==> src/hw/rtl/boundary_set_id_assigner_defines.svh <==
// assertion macros for the boundary set id assigner
// used by the top level only, no other dependencies
`ifndef BOUNDARY_SET_ID_ASSIGNER_DEFINES_SVH
`define BOUNDARY_SET_ID_ASSIGNER_DEFINES_SVH
`ifndef SYNTHESIS
// same-cycle implication, disabled during reset
`define BSIA_ASSERT_NOW(label, clk, rst, ante, cons) \
   label: assert property (@(posedge clk) disable iff (rst) (ante) |-> (cons)) \
      else $error("bsia assertion failed");
// next-cycle implication, disabled during reset
`define BSIA_ASSERT_NEXT(label, clk, rst, ante, cons) \
   label: assert property (@(posedge clk) disable iff (rst) (ante) |=> (cons)) \
      else $error("bsia assertion failed");
`else
`define BSIA_ASSERT_NOW(label, clk, rst, ante, cons)
`define BSIA_ASSERT_NEXT(label, clk, rst, ante, cons)
`endif
`endif

==> src/hw/rtl/bsia_pkg.sv <==
// shared types and constants for the boundary set id assigner
// no dependencies
`timescale 1ns / 1ps

package bsia_pkg;

   // default sizing and fixed field widths
   localparam int MAX_NEIGHBORS_DEF = 8;
   localparam int TABLE_DEPTH_DEF   = 256;
   localparam int ID_W              = 16;

   // controller states
   typedef enum logic [1:0] {
      ST_GATHER,
      ST_CLOSE,
      ST_SEARCH
   } state_type;

   // result kinds issued by the controller
   typedef enum logic [2:0] {
      RESP_IDLE,
      RESP_SKIP,
      RESP_HIT,
      RESP_NEW,
      RESP_FULL
   } resp_type;

   // commands from controller to datapath
   typedef struct packed {
      logic     accept;
      logic     scan_clear;
      logic     scan_issue;
      resp_type respond;
   } cmd_type;

   // status from datapath to controller
   typedef struct packed {
      logic set_ge2;
      logic scan_done;
      logic rd_valid;
      logic rd_match;
      logic table_full;
   } status_type;

endpackage

==> src/hw/rtl/bsia_ctrl.sv <==
// controller state machine: gathering, closing and table search sequencing
// depends on bsia_pkg
`timescale 1ns / 1ps

module bsia_ctrl (
   input  logic                  clock,
   input  logic                  reset,
   input  logic                  start,
   input  logic                  req_last,
   input  bsia_pkg::status_type  status,
   output bsia_pkg::cmd_type     cmd,
   output logic                  busy
);
   import bsia_pkg::*;

   state_type state_ff;
   state_type state_in;

   // state register
   always_ff @(posedge clock) begin
      if (reset) begin
         state_ff <= ST_GATHER;
      end else begin
         state_ff <= state_in;
      end
   end

   // next state and commands
   always_comb begin
      state_in       = state_ff;
      cmd.accept     = 1'b0;
      cmd.scan_clear = 1'b0;
      cmd.scan_issue = 1'b0;
      cmd.respond    = RESP_IDLE;
      busy           = 1'b1;
      unique case (state_ff)
         ST_GATHER: begin
            busy       = 1'b0;
            cmd.accept = start;
            if (start && req_last) begin
               state_in = ST_CLOSE;
            end
         end
         ST_CLOSE: begin
            // set is final here, rewind the scan pointer
            cmd.scan_clear = 1'b1;
            if (!status.set_ge2) begin
               cmd.respond = RESP_SKIP;
               state_in    = ST_GATHER;
            end else begin
               state_in = ST_SEARCH;
            end
         end
         ST_SEARCH: begin
            // one read issued per cycle until the scan is done, compared in the next cycle
            cmd.scan_issue = !status.scan_done;
            priority if (status.rd_valid && status.rd_match) begin
               cmd.respond = RESP_HIT;
               state_in    = ST_GATHER;
            end else if (status.scan_done && !status.rd_valid) begin
               cmd.respond = status.table_full ? RESP_FULL : RESP_NEW;
               state_in    = ST_GATHER;
            end else begin
               state_in = ST_SEARCH;
            end
         end
         default: begin
            state_in = ST_GATHER;
         end
      endcase
   end

endmodule

==> config.mk <==
export PLATFORM = sky130hd
export DESIGN_NAME = bsia_ctrl
export DESIGN_NICKNAME = d
export VERILOG_FILES = /design/src/hw/rtl/boundary_set_id_assigner_defines.svh /design/src/hw/rtl/bsia_pkg.sv /design/src/hw/rtl/bsia_ctrl.sv
export SDC_FILE = /design/constraint.sdc
export NUM_CORES = 1
export LEC_CHECK = 0
export ABC_CLOCK_PERIOD_IN_PS = 1700
export BUFFER_PORTS_ARGS = -buffer_cell sky130_fd_sc_hd__buf_2
export CAP_MARGIN = 20
export CORE_AREA = 2 2 39 41
export DETAILED_ROUTE_END_ITERATION = 7
export DIE_AREA = 0 0 41 43
export GPL_TIMING_DRIVEN = 0
export SLEW_MARGIN = 20
export SYNTH_ARGS = -nofsm -noshare
export SYNTH_HDL_FRONTEND = slang
export SYNTH_SLANG_ARGS = --single-unit
==> constraint.sdc <==
create_clock -name clock -period 1.7 [get_ports clock]
set_input_delay 0.34 -clock clock [delete_from_list [all_inputs] [get_ports clock]]
set_output_delay 0.34 -clock clock [all_outputs]
set_load 0.05 [all_outputs]
==> results.cfg <==
[timing]
rsz0062_at_grt = true
worst_pin_slew_ns = 0.2531
finalSetupViolCount = 0
setup_slack_ns = 0.05973
hold_viol = 0
clock_skew_ns = 0.001939
post-route-period-util = 0.9649
slew_headroom = 0.8325
slew_violations = 0
period_needed_ns = 1.640
max_freq_ghz = 0.6097

[placement]
gp_congestion = 0.6725
post-dp-hpwl_um = 449.7
portBuffers = 15
place_inst = 59
pre_cts_ws_ns = 0.09833

[critical_path]
cp_slowest_cell = dfxtp_4
critical_path_class = reg -> out
r2r_start = state_ff[0]
rr_worst_depth = 5
end_kind = output pin
crit_chain = inv_2 > ha_1 > and3_1 > buf_4
startpoint_type = flip-flop
path_delay_family = flip-flops
reg2reg_slack_ns = 0.52
crit_required_ns = 1.36
worst-path-max-fanout = 4
cp_num_buf_inv = 2
cp.arrival_ns = 1.30
reg2reg_to = state_ff[1]
worst_path_largest_cell_delay_ns = 0.35

[global_route]
grt_use_met1 = 0.07348
grtUsageMet3 = 0.01571
overflow = 0
grt_max_degree = 6
grt.busiest_layer = met2
antenna_found_initial = 0
grt_pass1_vias = 255
grt_pass1_wl_um = 848
grtUsageMet2 = 0.1156
grt_util_all_layers = 0.07515

[drt]
wl_um = 523
post-route-drc-count = 0
drtPass1Iterations = 1
wl_per_cell_um = 8.435
vias = 260
ant_nets = 0
vias_per_cell = 4.194
drtIter0Drc = 0

[final_layout]
largest_register_ffs = 2
fin_nets = 62
nFillCells = 159
regMostFlops = state_ff
diodes = 0
drive_above_1_share = 0.6522
area_delta_synth_final_pct = 58.82
layout.cells.non_filler = 62
reg_top3 = state_ff (2)

[synth]
syn_avg_cell_area_sq_um = 9.116
synth_top_area_frac = 0.2451
synth_cell_types = 19
synthCells = 28
synth_top_area_cell = ha_1
synth.most_common_cell = ha_1
ys_warn_count = 0
ys_ff_latch = 2
syn_nets = 42
ys_async_sr_fraction = 0
synth_ff_type = dfxtp_1
ys_seq_area_frac = 0.1569
synth_common_cells = 5 x ha_1, 3 x inv_1, 2 x dfxtp_1, 2 x nor2_1, 2 x nor2b_1
synth_edf_count = 0
synth.cell_area_sq_um = 255.2
yosys-top-cells-area = ha_1 25%, dfxtp_1 16%, a21boi_4 7.4%

[flow_run]
maxCapViolations = 0

[power_and_ir_drop]
ir_drop_uv = 341.5
leakage_nw = 0.1991
fin_total_pwr_mw = 0.7154
cellPowerDensity_nw_per_um2 = 1765

[clocking]
cts.clk_slew.worst_paths_ns = 0.03
htreeDepth = 1
cts_made_buffers = 3
clkSinkCount = 2
cts_tree = yes
worstSkewPairLatency_ns = 0.22
root_buffer = clkbuf_4
cts_buffer_depth = 2
cts_setup_buffers = 0

[floorplanning]
die_y_um = 43
pin_count = 16
start_util = 0.1844
core-area_sq_um = 1384
fp.dieW_um = 41
num_rows = 14
dieArea_sq_um = 1763

[hold_path]
hold_path.class = in -> reg
hold_path_end = state_ff[1]
whs_path_depth = 2
hold_start = reset

[run_status]
status = complete, no violations
-- cell type report --
cell class / count / area (sq um) / area share
Multi-Input combinational cell: 22 / 212.7 / 0.5247
Timing Repair Buffer: 15 / 90.09 / 0.2222
Sequential cell: 2 / 45.04 / 0.1111
Clock buffer: 3 / 22.52 / 0.05556
Tap cell: 16 / 20.02 / 0.04938
Inverter: 4 / 15.01 / 0.03704
-- routing by layer --
metal  part of all wire  vias to the layer above  routed length (um)
met5                  0                        -                   0
met4                  0                        0                   0
met3              0.084                        0                  44
met2               0.57                        7                 296
met1               0.35                      117                 182
li1                   -                      136                   -
-- cells in the final DEF, fill, tap and decap left out --
cell type / n
inv_2: 2
ha_1: 3
a31oi_2: 1
nor2_1: 1
dfxtp_2: 1
nor3b_2: 1
mux2i_1: 1
buf_4: 1
clkbuf_4: 3
nand2_1: 1
nand2b_4: 1
dfxtp_4: 1
buf_2: 12
buf_6: 2
and2_1: 1
and3_1: 1
o21ai_1: 1
nand3_1: 1
a221oi_2: 1
nand4_1: 1
ha_2: 2
o21a_1: 1
a21boi_4: 1
inv_1: 1
nor2_2: 1
nor2b_1: 2
clkinv_1: 1
-- worst register-to-register path, stage by stage (launching register included) --
cell and delay [ns]:
dfxtp_4 0.34, inv_2 0.07, ha_1 0.17, a21boi_4 0.23
a31oi_2 0.06, a221oi_2 0.21
-- worst max-delay path by stage --
stage	start	endpoint	cells after the start
after global routing	state_ff[0]	cmd[0]	5
after global placement	state_ff[0]	cmd[0]	5
after CTS	state_ff[0]	cmd[1]	4
after floorplan	state_ff[1]	cmd[0]	4
final	state_ff[0]	cmd[1]	4
after detailed placement	state_ff[0]	cmd[0]	5
-- power by group --
| part | switching, mW | internal, mW | total [mW] | leakage, nW |
|---|---|---|---|---|
| logic | 0.328 | 0.181 | 0.509 | 0.168 |
| clock network | 0.0258 | 0.0778 | 0.104 | 0.0138 |
| registers | 0.0237 | 0.0790 | 0.103 | 0.0175 |
| total | 0.378 | 0.338 | 0.715 | 0.199 |
-- metrics by stage --
step / area, sq um / util / hold slack [ns] / setup TNS (ns)
after global routing: 405.4 / 0.2929 / 0.2976 / -0.02253
after detailed placement: 355.3 / 0.2568 / 0.5346 / 0
after global placement: 355.3 / 0.2568 / 0.5311 / 0
after CTS: 401.6 / 0.2902 / 0.2931 / 0
final: 405.4 / 0.2929 / 0.2964 / 0
after floorplan: 260.3 / - / 0.4062 / -0.02342
-- cell families after synthesis --
family / Yosys count / synth area share
multiplexers: 1 / 0.03922
adder cells (fa/ha/maj): 5 / 0.2451
buffers and inverters: 4 / 0.05881
AND/OR/NAND/NOR: 11 / 0.2696
flip-flops: 2 / 0.1569
AO/OA/AOI/OAI: 5 / 0.2304
-- timing repair --
item                                    in CTS  in global routing
endpoints found under the setup margin       3                  4
hold buffers                                 0                  0
gates resized for setup                      9                  3
Note: power is estimated with default switching activity, not from simulation.
